===== src/design/dmc_pkg.sv =====
// Shared types, constants and helper functions of the direct-mapped cache lookup unit.
package dmc_pkg;

   localparam int SET_COUNT   = 16;
   localparam int SET_W       = (SET_COUNT > 1) ? $clog2(SET_COUNT) : 1;
   localparam int MAX_DUMP    = 16;
   localparam int DUMP_COUNT  = (SET_COUNT < MAX_DUMP) ? SET_COUNT : MAX_DUMP;
   localparam int ADDR_W      = 32;
   localparam int TAG_W       = 26;
   localparam int WORD_W      = 32;
   localparam int BYTE_W      = 8;
   localparam int OFF_W       = 2;
   localparam int SET_FIELD_W = 4;
   localparam int TAG_LSB     = 6;
   localparam int SET_LSB     = 2;
   localparam int FUNC_W      = 2;
   localparam int STATUS_W    = 3;
   localparam int REQ_DATA_W  = 64;
   localparam int RSP_DATA_W  = 72;

   typedef enum logic [FUNC_W-1:0] {
      FUNC_READ  = 2'd0,
      FUNC_WRITE = 2'd1,
      FUNC_DUMP  = 2'd2,
      FUNC_NOP   = 2'd3
   } func_type;

   typedef enum logic [STATUS_W-1:0] {
      STS_RD_INVALID = 3'd0,
      STS_RD_MISS    = 3'd1,
      STS_RD_HIT     = 3'd2,
      STS_WR_CLEAN   = 3'd3,
      STS_WR_EVICT   = 3'd4,
      STS_DUMP       = 3'd5
   } status_type;

   typedef enum logic {
      ST_IDLE,
      ST_RESP
   } state_type;

   typedef struct packed {
      logic              re;
      logic [SET_W-1:0]  raddr;
      logic              we;
      logic [SET_W-1:0]  waddr;
      logic [TAG_W-1:0]  wtag;
      logic [WORD_W-1:0] wword;
   } store_req_type;

   typedef struct packed {
      logic              valid;
      logic [TAG_W-1:0]  tag;
      logic [WORD_W-1:0] word;
   } store_rsp_type;

   localparam logic [SET_W-1:0] DUMP_LAST = SET_W'(DUMP_COUNT - 1);

   function automatic logic [SET_W-1:0] reduce_set(input logic [SET_FIELD_W-1:0] field);
      logic [SET_FIELD_W-1:0]       v;
      logic [SET_W+SET_FIELD_W-1:0] t;
      v = field;
      for (int i = 0; i < 8; i++) begin
         if (int'(v) >= SET_COUNT) begin
            v = v - SET_FIELD_W'(SET_COUNT);
         end
      end
      t = {SET_W'(0), v};
      return t[SET_W-1:0];
   endfunction

   function automatic logic [SET_FIELD_W-1:0] set_field(input logic [SET_W-1:0] idx);
      logic [SET_W+SET_FIELD_W-1:0] t;
      t = {SET_FIELD_W'(0), idx};
      return t[SET_FIELD_W-1:0];
   endfunction

endpackage


===== src/design/direct_mapped_cache_lookup_unit.sv =====
// Top level of the direct-mapped cache lookup unit.
//
//  Channel  Direction  Handshake              Contents
//  req      in         req_tvalid/req_tready  tuser: operation; tdata: address, write word
//  rsp      out        rsp_tvalid/rsp_tready  tuser: status; tdata: line report; tlast
//
// A read or write request is taken as its line is read into the store's read register;
// its response is then registered in the output register. Requests flow at one per
// cycle while responses are taken, at the pace of the registered line memory read.
// A dump gives one line per cycle while responses are taken, one for each stored line;
// an unused operation code waits for no output space and gives no response.
// Reset clears the valid bits at once; there is no clearing pass.
// While a response waits in the output register, the request in hand waits with it.
module direct_mapped_cache_lookup_unit
   import dmc_pkg::*;
(
   input  logic                  clock,
   input  logic                  reset,
   input  logic                  req_tvalid,
   output logic                  req_tready,
   input  logic [REQ_DATA_W-1:0] req_tdata,  // address [31:0], write_data [63:32]
   input  logic [FUNC_W-1:0]     req_tuser,  // func [1:0]
   output logic                  rsp_tvalid,
   input  logic                  rsp_tready,
   output logic [RSP_DATA_W-1:0] rsp_tdata,  // line_set [3:0], line_tag [29:4],
                                             // line_word [61:30], line_valid [62],
                                             // byte_out [70:63], zero [71]
   output logic [STATUS_W-1:0]   rsp_tuser,  // status [2:0]
   output logic                  rsp_tlast   // last
);

   store_req_type st_req;
   store_rsp_type st_rsp;

   dmc_seq u_seq (
      .clock      (clock),
      .reset      (reset),
      .req_tvalid (req_tvalid),
      .req_tready (req_tready),
      .req_tdata  (req_tdata),
      .req_tuser  (req_tuser),
      .rsp_tvalid (rsp_tvalid),
      .rsp_tready (rsp_tready),
      .rsp_tdata  (rsp_tdata),
      .rsp_tuser  (rsp_tuser),
      .rsp_tlast  (rsp_tlast),
      .st_req     (st_req),
      .st_rsp     (st_rsp)
   );

   dmc_store u_store (
      .clock  (clock),
      .reset  (reset),
      .st_req (st_req),
      .st_rsp (st_rsp)
   );

endmodule


===== src/design/dmc_store.sv =====
// Line store: tag and word memory with a registered read port, plus the valid bits.
module dmc_store
   import dmc_pkg::*;
(
   input  logic          clock,
   input  logic          reset,
   input  store_req_type st_req,
   output store_rsp_type st_rsp
);

   logic [TAG_W+WORD_W-1:0] lines_ff [SET_COUNT];
   logic [SET_COUNT-1:0]    valid_ff;
   logic [SET_COUNT-1:0]    valid_in;
   logic [TAG_W+WORD_W-1:0] rd_line_ff;
   logic                    rd_valid_ff;
   logic                    fwd;

   assign fwd = st_req.we && (st_req.waddr == st_req.raddr);

   always_comb begin
      valid_in = valid_ff;
      if (st_req.we) begin
         valid_in[st_req.waddr] = 1'b1;
      end
   end

   always_ff @(posedge clock) begin
      if (reset) begin
         valid_ff    <= '0;
         rd_valid_ff <= 1'b0;
      end else begin
         valid_ff <= valid_in;
         if (st_req.re) begin
            rd_valid_ff <= valid_ff[st_req.raddr] || fwd;
         end
      end
   end

   always_ff @(posedge clock) begin
      if (st_req.we) begin
         lines_ff[st_req.waddr] <= {st_req.wtag, st_req.wword};
      end
      if (st_req.re) begin
         rd_line_ff <= fwd ? {st_req.wtag, st_req.wword} : lines_ff[st_req.raddr];
      end
   end

   // A line that was never written reads as its cleared value.
   assign st_rsp.valid = rd_valid_ff;
   assign st_rsp.tag   = rd_valid_ff ? rd_line_ff[TAG_W+WORD_W-1:WORD_W] : '0;
   assign st_rsp.word  = rd_valid_ff ? rd_line_ff[WORD_W-1:0] : '0;

endmodule


===== src/design/dmc_seq.sv =====
// Request sequencer: lookup and dump control, result formation and the output register.
module dmc_seq
   import dmc_pkg::*;
(
   input  logic                  clock,
   input  logic                  reset,
   input  logic                  req_tvalid,
   output logic                  req_tready,
   input  logic [REQ_DATA_W-1:0] req_tdata,
   input  logic [FUNC_W-1:0]     req_tuser,
   output logic                  rsp_tvalid,
   input  logic                  rsp_tready,
   output logic [RSP_DATA_W-1:0] rsp_tdata,
   output logic [STATUS_W-1:0]   rsp_tuser,
   output logic                  rsp_tlast,
   output store_req_type         st_req,
   input  store_rsp_type         st_rsp
);

   state_type                state_ff, state_in;
   func_type                 func_ff, in_func;
   logic [SET_W-1:0]         set_ff, in_set;
   logic [TAG_W-1:0]         tag_ff;
   logic [OFF_W-1:0]         off_ff;
   logic [WORD_W-1:0]        data_ff;
   logic [SET_W-1:0]         cnt_ff, cnt_in;
   logic [ADDR_W-1:0]        in_addr;

   logic                     out_free, adv, finish, accept, emit;

   logic                     rsp_valid_ff, rsp_valid_in;
   status_type               rsp_status_ff, res_status;
   logic [SET_FIELD_W-1:0]   rsp_set_ff, res_set;
   logic [TAG_W-1:0]         rsp_tag_ff, res_tag;
   logic [WORD_W-1:0]        rsp_word_ff, res_word;
   logic                     rsp_lvalid_ff, res_lvalid;
   logic [BYTE_W-1:0]        rsp_byte_ff, res_byte;
   logic                     rsp_last_ff, res_last;

   assign in_func = func_type'(req_tuser);
   assign in_addr = req_tdata[ADDR_W-1:0];
   assign in_set  = reduce_set(in_addr[SET_LSB+SET_FIELD_W-1:SET_LSB]);

   assign out_free   = !rsp_valid_ff || rsp_tready;
   assign adv        = (state_ff == ST_RESP) && (out_free || (func_ff == FUNC_NOP));
   assign finish     = adv && ((func_ff != FUNC_DUMP) || (cnt_ff == DUMP_LAST));
   assign req_tready = !reset && ((state_ff == ST_IDLE) || finish);
   assign accept     = req_tvalid && req_tready;
   assign emit       = adv && (func_ff != FUNC_NOP);

   always_comb begin
      state_in = state_ff;
      unique case (state_ff)
         ST_IDLE: begin
            if (accept) begin
               state_in = ST_RESP;
            end
         end
         ST_RESP: begin
            if (finish && !accept) begin
               state_in = ST_IDLE;
            end
         end
         default: state_in = ST_IDLE;
      endcase
   end

   always_comb begin
      st_req.re    = accept || (adv && (func_ff == FUNC_DUMP) && !finish);
      st_req.raddr = accept ? ((in_func == FUNC_DUMP) ? '0 : in_set) : cnt_ff + 1'b1;
      st_req.we    = adv && (func_ff == FUNC_WRITE);
      st_req.waddr = set_ff;
      st_req.wtag  = tag_ff;
      st_req.wword = data_ff;
   end

   assign cnt_in = accept ? '0 : ((adv && (func_ff == FUNC_DUMP)) ? cnt_ff + 1'b1 : cnt_ff);

   always_comb begin
      res_status = STS_DUMP;
      res_set    = set_field(set_ff);
      res_tag    = st_rsp.tag;
      res_word   = '0;
      res_lvalid = st_rsp.valid;
      res_byte   = '0;
      res_last   = 1'b1;
      unique case (func_ff)
         FUNC_READ: begin
            if (!st_rsp.valid) begin
               res_status = STS_RD_INVALID;
            end else begin
               res_status = (st_rsp.tag == tag_ff) ? STS_RD_HIT : STS_RD_MISS;
               res_byte   = st_rsp.word[{off_ff, 3'b000} +: BYTE_W];
            end
         end
         FUNC_WRITE: begin
            res_status = st_rsp.valid ? STS_WR_EVICT : STS_WR_CLEAN;
            res_word   = st_rsp.word;
         end
         FUNC_DUMP: begin
            res_status = STS_DUMP;
            res_set    = set_field(cnt_ff);
            res_word   = st_rsp.word;
            res_last   = (cnt_ff == DUMP_LAST);
         end
         FUNC_NOP: begin
            res_status = STS_DUMP;
         end
         default: res_status = STS_DUMP;
      endcase
   end

   assign rsp_valid_in = emit ? 1'b1 : (rsp_tready ? 1'b0 : rsp_valid_ff);

   always_ff @(posedge clock) begin
      if (reset) begin
         state_ff     <= ST_IDLE;
         rsp_valid_ff <= 1'b0;
         cnt_ff       <= '0;
         func_ff      <= FUNC_NOP;
      end else begin
         state_ff     <= state_in;
         rsp_valid_ff <= rsp_valid_in;
         cnt_ff       <= cnt_in;
         if (accept) begin
            func_ff <= in_func;
         end
      end
   end

   always_ff @(posedge clock) begin
      if (accept) begin
         set_ff  <= in_set;
         tag_ff  <= in_addr[ADDR_W-1:TAG_LSB];
         off_ff  <= in_addr[OFF_W-1:0];
         data_ff <= req_tdata[REQ_DATA_W-1:ADDR_W];
      end
      if (emit) begin
         rsp_status_ff <= res_status;
         rsp_set_ff    <= res_set;
         rsp_tag_ff    <= res_tag;
         rsp_word_ff   <= res_word;
         rsp_lvalid_ff <= res_lvalid;
         rsp_byte_ff   <= res_byte;
         rsp_last_ff   <= res_last;
      end
   end

   assign rsp_tvalid = rsp_valid_ff;
   assign rsp_tuser  = rsp_status_ff;
   assign rsp_tlast  = rsp_last_ff;
   assign rsp_tdata  = {1'b0, rsp_byte_ff, rsp_lvalid_ff, rsp_word_ff, rsp_tag_ff, rsp_set_ff};

endmodule


===== config.mk =====
export PLATFORM = sky130hd
export DESIGN_NAME = direct_mapped_cache_lookup_unit
export DESIGN_NICKNAME = d
export VERILOG_FILES = /design/src/design/dmc_pkg.sv /design/src/design/direct_mapped_cache_lookup_unit.sv /design/src/design/dmc_store.sv /design/src/design/dmc_seq.sv
export SDC_FILE = /design/constraint.sdc
export NUM_CORES = 1
export LEC_CHECK = 0
export BUFFER_PORTS_ARGS = -buffer_cell sky130_fd_sc_hd__buf_2
export CORE_UTILIZATION = 35
export DETAILED_ROUTE_END_ITERATION = 12
export HOLD_SLACK_MARGIN = 0.1
export RECOVER_POWER = 25
export SYNTH_ARGS = -nofsm -noshare
export SYNTH_HDL_FRONTEND = slang
export SYNTH_SLANG_ARGS = --single-unit
export TNS_END_PERCENT = 1

===== constraint.sdc =====
create_clock -name clock -period 13.7 [get_ports clock]
set_input_delay 0.685 -clock clock [delete_from_list [all_inputs] [get_ports clock]]
set_output_delay 0.685 -clock clock [all_outputs]
set_load 0.02 [all_outputs]

=== Yosys cells after proc, flatten, opt, wreduce, memory -nomap -nowiden ===
Memories as Yosys holds them, arrays and structs flattened. A register that Yosys moved wholly into a read port is not among the register bits.
Cells that the tools add are included.

* Bits of input ports: 70
* Logic and storage cells: 81
* Output and inout port bits: 78
* Bits in writable memories: 928
* Register bits: 164
* Memories: 1

* Multiplexer cells: 20
* Equality and inequality tests: 9
* $add $sub $neg: 1
* Reduce and logical (&&, ||, !) cells: 27
* Bitwise logic cells: 2
* Shift-type cells: 1
* Magnitude comparators: 3

{| class="wikitable"
|+ Memory list
! name !! depth !! bits a word !! read ports !! clocked after memory_dff !! wr ports !! line !! RTL
|-
| u_store.lines_ff || 16 || 58 || 1 || 1 || 1 || dmc_store.sv:11 || <nowiki>logic [TAG_W+WORD_W-1:0] lines_ff [SET_COUNT];</nowiki>
|}

{| class="wikitable"
|+ Operators by type and width
! operator !! count
|-
| $mux 32 || 1
|-
| $shiftx 32x6->8 || 1
|-
| $eq 26x26->1 || 1
|-
| $mux 26 || 1
|-
| $or 16x16->16 || 1
|-
| $mux 4 || 3
|-
| $logic_and 1x1->1 || 11
|-
| $lt 4x5->1 const B || 2
|-
| $pmux 3 s3 || 1
|-
| $mux 1 || 8
|-
| $eq 2x2->1 const B || 3
|-
| $logic_or 1x1->1 || 6
|-
| $mux 3 || 2
|-
| $reduce_or 2->1 || 3
|-
| $add 4x1->4 const B || 1
|-
| $bmux 1 s4 || 1
|-
| $demux 1 s4 || 1
|-
| $eq 4x4->1 || 1
|-
| $eq 4x4->1 const B || 1
|-
| $ge 4x1->1 const B || 1
|-
| $logic_not 1->1 || 4
|-
| $ne 2x2->1 const B || 2
|-
| $eq 2x1->1 const B || 1
|-
| $logic_not 2->1 || 1
|-
| 5 further kinds || 5
|}

=== Logic depth before layout (Yosys ltp) ===
Gate-level depths: netlist of the first run.

* Depth in word-level cells: 12
* Depth in mapped cells: 14

=== Cells and area by module ===
Synthesis of the first run repeated with hierarchy kept, for this count alone.

* Cells, all modules: 2014
* Area, all modules: 43808.3 um^2

{| class="wikitable"
|+ By module, submodules not included
! module !! times used !! area an instance (um^2) !! cells an instance
|-
| dmc_store || 1 || 38192.9 || 1698
|-
| dmc_seq || 1 || 5615.4 || 316
|}

=== Least setup slack after synthesis of the first run ===
Ideal clock, no wire load.

* Path kind: input to register
* Start point: input rsp_tready
* End point: memory u_store.lines_ff[0][0] (netlist name) (enable)
* Slack: 7743 ps
* Required time: 13152 ps
* Arrival: 5409 ps
* Stages on the path: 5
* Cell sequence: nand2b_1 > or2_2 > nand3_1 > or3_1 > nor3_1

* Word-level cells in the longest chain between the ends: 6

{| class="wikitable"
|+ Ends and longest elaborated chain
! element !! line !! RTL
|-
| start, declared || direct_mapped_cache_lookup_unit.sv:24 || <nowiki>input logic rsp_tready,</nowiki>
|-
| $logic_or 1x1->1 || dmc_seq.sv:44 || <nowiki>assign out_free = !rsp_valid_ff || rsp_tready;</nowiki>
|-
| $logic_or 1x1->1 || dmc_seq.sv:45 || <nowiki>assign adv = (state_ff == ST_RESP) && (out_free || (func_ff == FUNC_NOP));</nowiki>
|-
| $logic_and 1x1->1 || dmc_seq.sv:45 ||
|-
| $logic_and 1x1->1 || dmc_seq.sv:71 || <nowiki>st_req.we = adv && (func_ff == FUNC_WRITE);</nowiki>
|-
| $mux 1 || dmc_store.sv:40 || <nowiki>if (st_req.we) begin</nowiki>
|-
| $mux 1 (not written as such) || dmc_store.sv:41 || <nowiki>lines_ff[st_req.waddr] <= {st_req.wtag, st_req.wword};</nowiki>
|-
| end, declared || dmc_store.sv:11 ||
|}

No other way between the ends.

=== Final worst setup path of the first run ===
* Start point: register u_seq.func_ff[0]
* End point: register u_store.rd_line_ff[55], read port of u_store.lines_ff, data pin

* Word-level cells in the longest chain between the ends: 8

{| class="wikitable"
|+ Ends and longest elaborated chain
! element !! line !! RTL
|-
| start, declared || dmc_seq.sv:21 || <nowiki>func_type func_ff, in_func;</nowiki>
|-
| start signal, assigned || dmc_seq.sv:126 || <nowiki>func_ff <= in_func;</nowiki>
|-
| $eq 2x2->1 || dmc_seq.sv:45 ||
|-
| $logic_or 1x1->1 || dmc_seq.sv:45 ||
|-
| $logic_and 1x1->1 || dmc_seq.sv:45 ||
|-
| $logic_and 1x1->1 || dmc_seq.sv:46 || <nowiki>assign finish = adv && ((func_ff != FUNC_DUMP) || (cnt_ff == DUMP_LAST));</nowiki>
|-
| $logic_or 1x1->1 || dmc_seq.sv:47 || <nowiki>assign req_tready = !reset && ((state_ff == ST_IDLE) || finish);</nowiki>
|-
| $logic_and 1x1->1 || dmc_seq.sv:47 ||
|-
| $logic_and 1x1->1 || dmc_seq.sv:48 || <nowiki>assign accept = req_tvalid && req_tready;</nowiki>
|-
| $mux 4 / $logic_or 1x1->1 (equally long branches) || dmc_seq.sv:70, dmc_seq.sv:69 ||
|-
| end, declared || dmc_store.sv:14 || <nowiki>logic [TAG_W+WORD_W-1:0] rd_line_ff;</nowiki>
|}

Parallel ways exist; a longest one is shown, timed or not.
A chain may end at the register's enable or synchronous reset.

==> impl.org, run 1 <==
** Global routing
- Entering global routing, the biggest net connects 90 pins.
- The number of antenna violations at the first check in global routing was 7.
- Global router's overall resource usage :: 17.5%
- Global-route wire length before repair :: 162 mm
- Remaining Overflow, GRT :: 0
- The via count of the first global-routing pass came to 23,200.

** Routing
- Summed over all layers, the routed wires come to 113 mm.
- Average wire per standard cell :: 27.0 um
- For this run, the detailed router's first-pass iteration total came to 5.
- DRC viols :: 0
- Wire segments on met3 add up to 10.1 mm in the final route.
- Using the TritonRoute via totals, the vias-per-cell ratio works out to 5.51.
- Wire length on met1 :: 48.8 mm
- Highest layer used for signal routing :: met4
- Initial DRC Count :: 2,712
- Count of vias placed by the detailed router :: 23,100
- Post-detailed-route count of antenna-violating nets :: 0
- Routed wire length on met2 :: 51.9 mm

** Clock network
- Longest Clk Path Bufs :: 3
- TritonCTS built the clock tree.
- Hold repair after CTS inserted 0 buffers.
- Setup Fix Bufs, Post-CTS :: 0
- Number of buffers added by the clock tree synthesis step :: 113
- Clock tree synthesis selected as its root buffer the cell sky130_fd_sc_hd__clkbuf_16.
- For the worst-skew pair, the clock arrives at the later sink with an insertion delay of 0.69 ns.
- The clock tree synthesis step divided the H-tree into 3 levels.
- Once the clock tree was built, the resizer swapped 0 gates to a different size.
- Counting every sink on the clock net gives 1,150.
- After clock tree synthesis, the clock-pin slew on the worst setup and hold paths is 0.06 ns.

** Synth
- FF+latch count, synth :: 1,150
- In the synthesized netlist the async set-or-reset flop fraction comes to 0%.
- The number of nets handed over by synthesis was 2,347.
- During synthesis, Yosys emitted a total of 0 warnings.
- Count of flip-flops with a built-in enable after synthesis :: 1,125
- Yosys mapped the design onto 50 distinct sky130hd cell types.
- Averaged over all synthesized cells, the footprint is 19.5 um^2.
- Sequential cell area fraction in the yosys report :: 77.5%
- The synthesized netlist occupies a cell area of 0.0443 mm^2.
- Among all flip-flop cells after synthesis, the most frequent one is sky130_fd_sc_hd__edfxtp_1.
- Gate count of the mapped netlist :: 2,272

** Critical path
- The worst register-to-register path ends at u_store.rd_line_ff[55].
- The worst setup path is captured at a register.
- Max Fanout on Critical Path :: 31
- The worst register-to-register path begins at u_seq.func_ff[0].
- In this run the worst setup path terminates at u_store.rd_line_ff[55].
- Counting cells, the worst reg-to-reg path comes to 14.
- Arrival time at the worst endpoint :: 6.51 ns
- The most critical setup path has its startpoint at u_seq.func_ff[0].
- STA classifies the critical path startpoint as a register.
- Crit path required time :: 14.06 ns
- Setup slack on the worst reg-to-reg path comes out at 7.55 ns.
- The setup path with the least slack is of type reg2reg.

** STA
- For this run, the top clock speed supported by timing is 0.163 GHz.
- The number of pins with negative max-slew slack in the final report is 0.
- RSZ-0062 raised after global routing :: no
- After routing, the total negative slack on setup checks comes to 0 ns.
- Measured slew at the worst slew-check pin :: 1.18 ns
- Final setup violating endpoints :: 0
- Dividing the final minimum period by the clock period gives 44.9%.
- Count of final hold-check violations :: 0
- Once routing completed, OpenROAD measured the worst setup slack at 7.55 ns.
- In this run the tightest slew margin relative to its limit is 21.4%.
- Worst clock skew on the final layout :: 0.0385 ns
- Minimum clock period after layout :: 6.15 ns

** Layout
- In the final layout, flip-flops and latches occupy 0.0343 mm^2.
- The library cells used most frequently in the layout, excluding fill and tap cells, are 1,125 x sky130_fd_sc_hd__edfxtp_1, 268 x sky130_fd_sc_hd__mux2i_1, 115 x sky130_fd_sc_hd__a221oi_1, 115 x sky130_fd_sc_hd__clkbuf_16, 114 x sky130_fd_sc_hd__mux4_2.
- Fraction of layout instances using a drive strength above 1 :: 19.2%
- The number of antenna diodes in the final layout is 0.
- In the final layout, the multi-input gates occupy 0.00953 mm^2.
- The final layout contains 2,527 nets.
- For this run, the share of the core covered by cells in the final layout is 40.4%.
- The area growth from synthesis to layout is 14.7%.
- Fill cell total of the finished layout :: 11,100
- The library cell used most frequently in the layout, excluding fill and tap cells, is sky130_fd_sc_hd__edfxtp_1.

** Status
- The flow ran to the end, and the final reports show no timing, DRC or antenna violations.

** Floorplanning
- Initial Utilization :: 35.2%
- The floorplan step defined a die boundary enclosing 0.128 mm^2.
- Height of the die :: 358 um
- During I/O placement, the number of pins put on the boundary was 148.
- Die X-Extent :: 358 um
- Total core area :: 0.126 mm^2
- Placement Rows :: 130

** Place
- Routability cong. :: 0.764
- Buffers added on ports :: 146
- At the placement stage, the worst setup path has a slack of 7.60 ns.
- Placed wire-length estimate after detailed placement :: 60.4 mm

** Power and ir drop
- Leakage power :: 17.5 nW
- Dividing total power by cell area gives a power density of 147 mW/mm^2.
- Across the VDD grid, the largest voltage drop is 0.113 mV.

** Hold path
- Along the worst hold path, the cell count comes to 1.
- The tightest min-delay check is of the in2reg type.

** Job
- Number of max-capacitance violations reported :: 0
==> critical path: stages (launching register included) <==
cell                        delay (ns)
sky130_fd_sc_hd__dfxtp_1          0.40
sky130_fd_sc_hd__inv_1            0.09
sky130_fd_sc_hd__ha_1             0.32
sky130_fd_sc_hd__and2_1           0.22
sky130_fd_sc_hd__a2111oi_4        0.37
sky130_fd_sc_hd__buf_4            0.31
sky130_fd_sc_hd__mux2i_4          0.25
sky130_fd_sc_hd__buf_4            0.56
sky130_fd_sc_hd__xor2_1           0.21
sky130_fd_sc_hd__nor3_4           0.21
sky130_fd_sc_hd__buf_4            0.51
sky130_fd_sc_hd__buf_4            0.57
sky130_fd_sc_hd__a21o_2           0.90
sky130_fd_sc_hd__buf_4            0.61
sky130_fd_sc_hd__o221ai_1         0.24
==> registers in the layout (all words and copies together), names as in the netlist <==
| name | cells |
|---|---|
| u_seq.cnt_ff | 4 |
| u_seq.data_ff | 32 |
| u_seq.func_ff | 2 |
| u_seq.off_ff | 2 |
| u_seq.rsp_byte_ff | 8 |
| u_seq.rsp_lvalid_ff | 1 |
| u_seq.rsp_set_ff | 4 |
| u_seq.rsp_tag_ff | 26 |
| u_seq.rsp_tlast | 1 |
| u_seq.rsp_tuser | 3 |
| u_seq.rsp_tvalid | 1 |
| u_seq.rsp_word_ff | 32 |
| u_seq.set_ff | 4 |
| u_seq.state_ff | 1 |
| u_seq.tag_ff | 26 |
| u_store.lines_ff | 928 |
| u_store.rd_line_ff | 58 |
| u_store.rd_valid_ff | 1 |
| u_store.valid_ff | 16 |
==> per-layer routing <==
metal,GRT usage (%),up-vias
met1,25.1,12100
met2,27.3,1081
met3,3.50,159
met4,4.47,0
met5,0,-
li1,-,9782
==> Yosys cell counts, types with 11 or more instances <==
library cell | instances | area share [%]
sky130_fd_sc_hd__nor2_1 | 108 | 0.92
sky130_fd_sc_hd__nor3_1 | 11 | 0.12
sky130_fd_sc_hd__nand3_1 | 64 | 0.72
sky130_fd_sc_hd__xor2_1 | 22 | 0.44
sky130_fd_sc_hd__clkbuf_1 | 69 | 0.59
sky130_fd_sc_hd__mux2i_1 | 271 | 6.1
sky130_fd_sc_hd__and3_1 | 34 | 0.48
sky130_fd_sc_hd__a221oi_1 | 115 | 2.3
sky130_fd_sc_hd__a22oi_1 | 58 | 0.98
sky130_fd_sc_hd__and2_1 | 29 | 0.41
sky130_fd_sc_hd__o221ai_1 | 57 | 1.1
sky130_fd_sc_hd__buf_2 | 57 | 0.64
sky130_fd_sc_hd__edfxtp_1 | 1125 | 76
sky130_fd_sc_hd__nand2_1 | 16 | 0.14
sky130_fd_sc_hd__xnor2_1 | 13 | 0.26
sky130_fd_sc_hd__mux4_2 | 114 | 5.8
sky130_fd_sc_hd__dfxtp_1 | 25 | 1.1
==> metrics by stage <==
stage	instance area, um^2	instances	total power [mW]	hold slack [ns]
after CTS	50800	4197	7.53	0.125
after global placement	47100	3987	4.42	0.449
after detailed placement	47100	3987	4.43	0.457
after floorplan	44300	2272	4.27	0.426
final	50800	4197	7.47	0.167
after global routing	50800	4197	7.68	0.141
==> layout make-up <==
class	count	area share (%)
multi-input cells	980	18.8
flip-flops and latches	1150	67.5
clock inverters	74	1.53
repair buffers	202	2.21
well taps	1650	4.07
inverters	5	0.0370
clock buffers	136	5.88
==> report_power, final <==
part | switching [mW] | internal, mW | leakage [nW]
logic | 0.238 | 0.133 | 5.33
registers | 0.0648 | 3.91 | 10.4
clock network | 1.31 | 1.82 | 1.84
==> worst min path at each step <==
stage                              start  slack, ns                   end
global placement    u_store.valid_ff[15]       0.45  u_store.valid_ff[15]
CTS                        req_tdata[32]       0.12      u_seq.data_ff[0]
detailed placement  u_store.valid_ff[14]       0.46  u_store.valid_ff[14]
floorplan            u_store.rd_valid_ff       0.43   u_seq.rsp_lvalid_ff
global route               req_tdata[32]       0.14      u_seq.data_ff[0]
finish                     req_tdata[32]       0.17      u_seq.data_ff[0]
==> kinds of logic (layout without fill, tap and decap cells) <==
kind of cell               after synthesis  after routing  share of synthesized area, %
DFF                                   1150           1150                          77.5
xor gates and xnor gates                35             35                         0.693
buffers and inverters                  142            417                          1.47
adders and majority gates                5              5                         0.141
other                                    1              1                       0.00847
AOI/OAI and AO/OA                      263            263                          5.00
muxes                                  390            390                          12.1
and+or+nand+nor                        286            286                          3.16
(Power assumes the default switching activity.)
==> run 2, diff against run 1 <==
ABC_AREA = 1   (was not set)
clock period = 5.3 ns   (was 13.7 ns; I/O delays follow)
==> impl.org, run 2 <==
** Power and ir drop
- The analysis attributes to cell leakage a power of 23.7 nW.
- Dividing total power by cell area gives a power density of 348 mW/mm^2.
- Worst VDD drop :: 0.257 mV

** Synth
- The synthesized design devotes to its leading area cell type 68.8% of total area.
- Dividing the synthesized area by the synthesized cell count gives 10.5 um^2.
- Counting every instance in the synthesized netlist gives 4,667.
- Counting flops with an async set or reset pin after synthesis yields a share of 0%.
- Share of the synthesized netlist area taken by xor and xnor gates :: 0.410%
- Number of distinct library cell variants in the gate-level netlist after synthesis :: 31
- Most common cell in the netlist :: sky130_fd_sc_hd__nand2_1
- Post-synthesis mux area share :: 0%
- In the synthesized netlist, the cells that appear most often are 1,418 x sky130_fd_sc_hd__nand2_1, 1,125 x sky130_fd_sc_hd__edfxtp_1, 890 x sky130_fd_sc_hd__inv_1, 802 x sky130_fd_sc_hd__nand3_1, 120 x sky130_fd_sc_hd__buf_2.
- Cell taking the most area after synthesis :: sky130_fd_sc_hd__edfxtp_1
- Counting flops with a built-in enable in the synthesized netlist gives 1,125.
- The cell area that synthesis handed to floorplanning was 0.0491 mm^2.
- Yosys warning total :: 0
- Dominant combinational cell family by area after synthesis :: simple AND/OR/NAND/NOR gates
- Synth Area in Simple Gates :: 20.2%
- Sequential cell area fraction in the yosys report :: 69.8%
- Compound-Gate Fraction of Synth Area :: 0.285%
- After Yosys synthesis, full adders, half adders and majority gates account for 0.127% of the synthesized area.
- Counting flops and latches in the post-synthesis netlist gives 1,150.
- Synthesized netlist net count :: 4,742
- Most used flip-flop cell after synthesis :: sky130_fd_sc_hd__edfxtp_1
- Yosys attributes the largest share of cell area to sky130_fd_sc_hd__edfxtp_1 69%, sky130_fd_sc_hd__nand2_1 11%, sky130_fd_sc_hd__nand3_1 8.2%, sky130_fd_sc_hd__inv_1 6.8%, sky130_fd_sc_hd__buf_2 1.2%.

** Critical path
- STA classifies the critical path endpoint as a register.
- Slowest cell on the critical path :: sky130_fd_sc_hd__inv_8
- Data on the critical path is required at its endpoint by 5.88 ns.
- Arrival time at the worst endpoint :: 4.54 ns
- Most repeated library cell on the critical path :: sky130_fd_sc_hd__nand2_1
- On the worst path, the slowest cell contributes a delay of 0.82 ns.
- Of all nets on the critical path, the largest fanout is 127.
- Sequence of cells on the critical path :: inv_1, ha_1, nand2_2, nand2_2, nand2_4, nand3_4, nand2_1, nand2_4, inv_8, buf_4, nand3_1, nand3_1, nand3_1, nand2_1, nand2_1, nand2_1
- CP startpoint kind :: register
- Worst setup path class :: reg2reg

** STA
- Based on the critical path, the design can be clocked at up to 0.252 GHz.
- Final Max Slew Viols :: 0
- Final cycle utilization of the critical path :: 74.7%
- In the final timing run, aggregate negative setup slack is 0 ns.
- In this run the tightest slew margin relative to its limit is 25.2%.
- Final setup violating endpoints :: 0
- The clock arrives with 0.0286 ns of skew.
- Count of final hold-check violations :: 0
- For the finished layout, the period the worst path requires is 3.96 ns.
- Setup repair after global routing left no endpoint under its margin.
- For the pin with the worst max-slew slack, the measured transition is 1.12 ns.

** Clock network
- Gates resized during post-CTS repair numbered 0.
- Setup Fix Bufs, Post-CTS :: 0
- The tree built by TritonCTS fans out to 1,150 sinks.
- No sink is reached through more buffers than the 3 on the longest clock path.
- TritonCTS built the clock tree.
- After clock tree synthesis, the flow added hold-fix buffers numbering 71.
- CTS placed an instance of sky130_fd_sc_hd__clkbuf_16 at the clock tree root.
- Clock-pin slew was measured on the worst setup and hold paths at 0.06 ns.
- Clock latency on the worst-skew pair, taken at its later pin, is 0.72 ns.
- Number of H-tree branching levels :: 3
- Clock tree synthesis inserted a total of 115 buffers.

** Floorplanning
- The core region is 0.139 mm^2.
- The initial utilization of the core area, before any placement, comes to 35.2%.
- Height of the die :: 377 um
- Die X-Extent :: 377 um
- Top-level port count :: 148
- The floorplan has 137 rows.
- The die covers 0.142 mm^2.

** Layout
- Most used cells in the layout excluding fill and tap cells :: 1,415 x sky130_fd_sc_hd__nand2_1, 1,125 x sky130_fd_sc_hd__edfxtp_1, 888 x sky130_fd_sc_hd__inv_1
- Most frequent standard cell in the layout excluding fill and tap cells :: sky130_fd_sc_hd__nand2_1
- Most flop-heavy register :: u_store.lines_ff
- The area growth from synthesis to layout is 14.9%.
- Fraction of layout instances using a drive strength above 1 :: 7.90%
- Summing all non-filler instances in the final layout gives an area of 0.0564 mm^2.
- Flip-flop count of the largest register after layout :: 928
- The repair_antennas step left the layout with diodes totalling 0.
- Biggest regs :: u_store.lines_ff x928, u_store.rd_line_ff x58
- NumNets Final :: 4,911

** Routing
- Average wire per standard cell :: 18.9 um
- After detailed routing, the number of vias per cell comes to 4.72.
- After detailed routing, the total wire length is 129 mm.
- Count of vias placed by the detailed router :: 32,200
- DRC viols :: 0
- First-pass iteration count of the detailed router :: 6
- For this block, the initial DRC count from the detailed router was 3,019.
- The detail route stage leaves a number of antenna-violating nets equal to 0.

** Place
- Post-DP Area :: 0.0520 mm^2
- Buffers added on ports :: 146
- Once detailed placement completed, the half-perimeter wirelength came to 66.0 mm.
- Routability cong. :: 0.825

** Global routing
- Remaining Overflow, GRT :: 0
- Global router's overall resource usage :: 18.0%
- Global-route wire length before repair :: 193 mm
- Entering global routing, the biggest net connects 162 pins.
- The number of antenna violations at the first check in global routing is 1.
- Via count of the first global-routing pass :: 30,700

** Job
- The tool flagged a number of max-cap violations equal to 0.

** Status
- Outcome :: finished, final reports clean

** Hold path
- The tightest min-delay check is of the in2reg type.
## run 2: changes by cell type after synthesis, sizes merged, moves of 57 or more
cell / delta
nand2: +1409
a221oi: -115
mux2i: -272
buf: +113
o221ai: -57
inv: +890
nand3: +740
mux4: -114
a22oi: -57
## run 2: kinds of logic (layout without fill, tap and decap cells)
family,after synthesis,count (layout)
other cells,1,1
buf+inv,1118,1386
flops,1150,1150
xor+xnor,23,23
fa+ha+maj,5,5
simple gates,2343,2343
compound gates,27,27
## run 2: final timing paths
check | from | to | slack, ns | cells after the start
worst min-delay path | req_tdata[22] | u_seq.tag_ff[16] | 0.25 | 2
worst max register to register | u_seq.func_ff[0] | u_store.rd_line_ff[15] | 1.34 | 16
worst min register to register | u_store.valid_ff[14] | u_store.valid_ff[14] | 0.47 | 2
worst max-delay path | u_seq.func_ff[0] | u_store.rd_line_ff[15] | 1.34 | 16
## run 2: cell type report
class	instances	area [um^2]
Clock buffer	141	3040
Sequential cell	1150	34300
Clock inverter	75	733
Timing Repair Buffer	275	2150
Inverter	895	3380
Tap cell	1876	2350
Fill cell	13200	82900
Multi-Input combinational cell	2399	10500
## run 2: where the power goes
part	switching, mW	internal (mW)	total (mW)
combinational	0.822	0.358	1.18
clock	3.49	4.74	8.24
sequential	0.141	10.1	10.2
## run 2: per-layer routing
layer	share of wire (%)	up-vias	track usage, %	wire [um]
li1	-	15400	-	-
met5	0	-	0	0
met4	3.3	0	6.14	4190
met1	43	15500	24.2	55400
met2	48	1069	29.9	61400
met3	6.0	220	2.52	7770
## run 2: critical path: cells and delay by family, from the launching register on
| family | cells | cell delay [ns] |
|---|---|---|
| buffers and inverters | 3 | 1.40 |
| DFF | 1 | 0.37 |
| and+or+nand+nor | 12 | 1.53 |
| adders and majority gates | 1 | 0.33 |
## run 2: stage by stage
step / setup slack (ns) / cells / hold slack (ns) / power [mW] / utilization, %
floorplan: 1.07 / 4667 / 0.364 / 11.1 / -
global placement: 1.52 / 6524 / 0.444 / 11.5 / 37.3
detailed placement: 1.41 / 6524 / 0.443 / 11.5 / 37.3
CTS: 1.38 / 6811 / 0.202 / 19.8 / 40.5
global route: 1.13 / 6811 / 0.216 / 20.3 / 40.5
finish: 1.34 / 6811 / 0.249 / 19.6 / 40.5
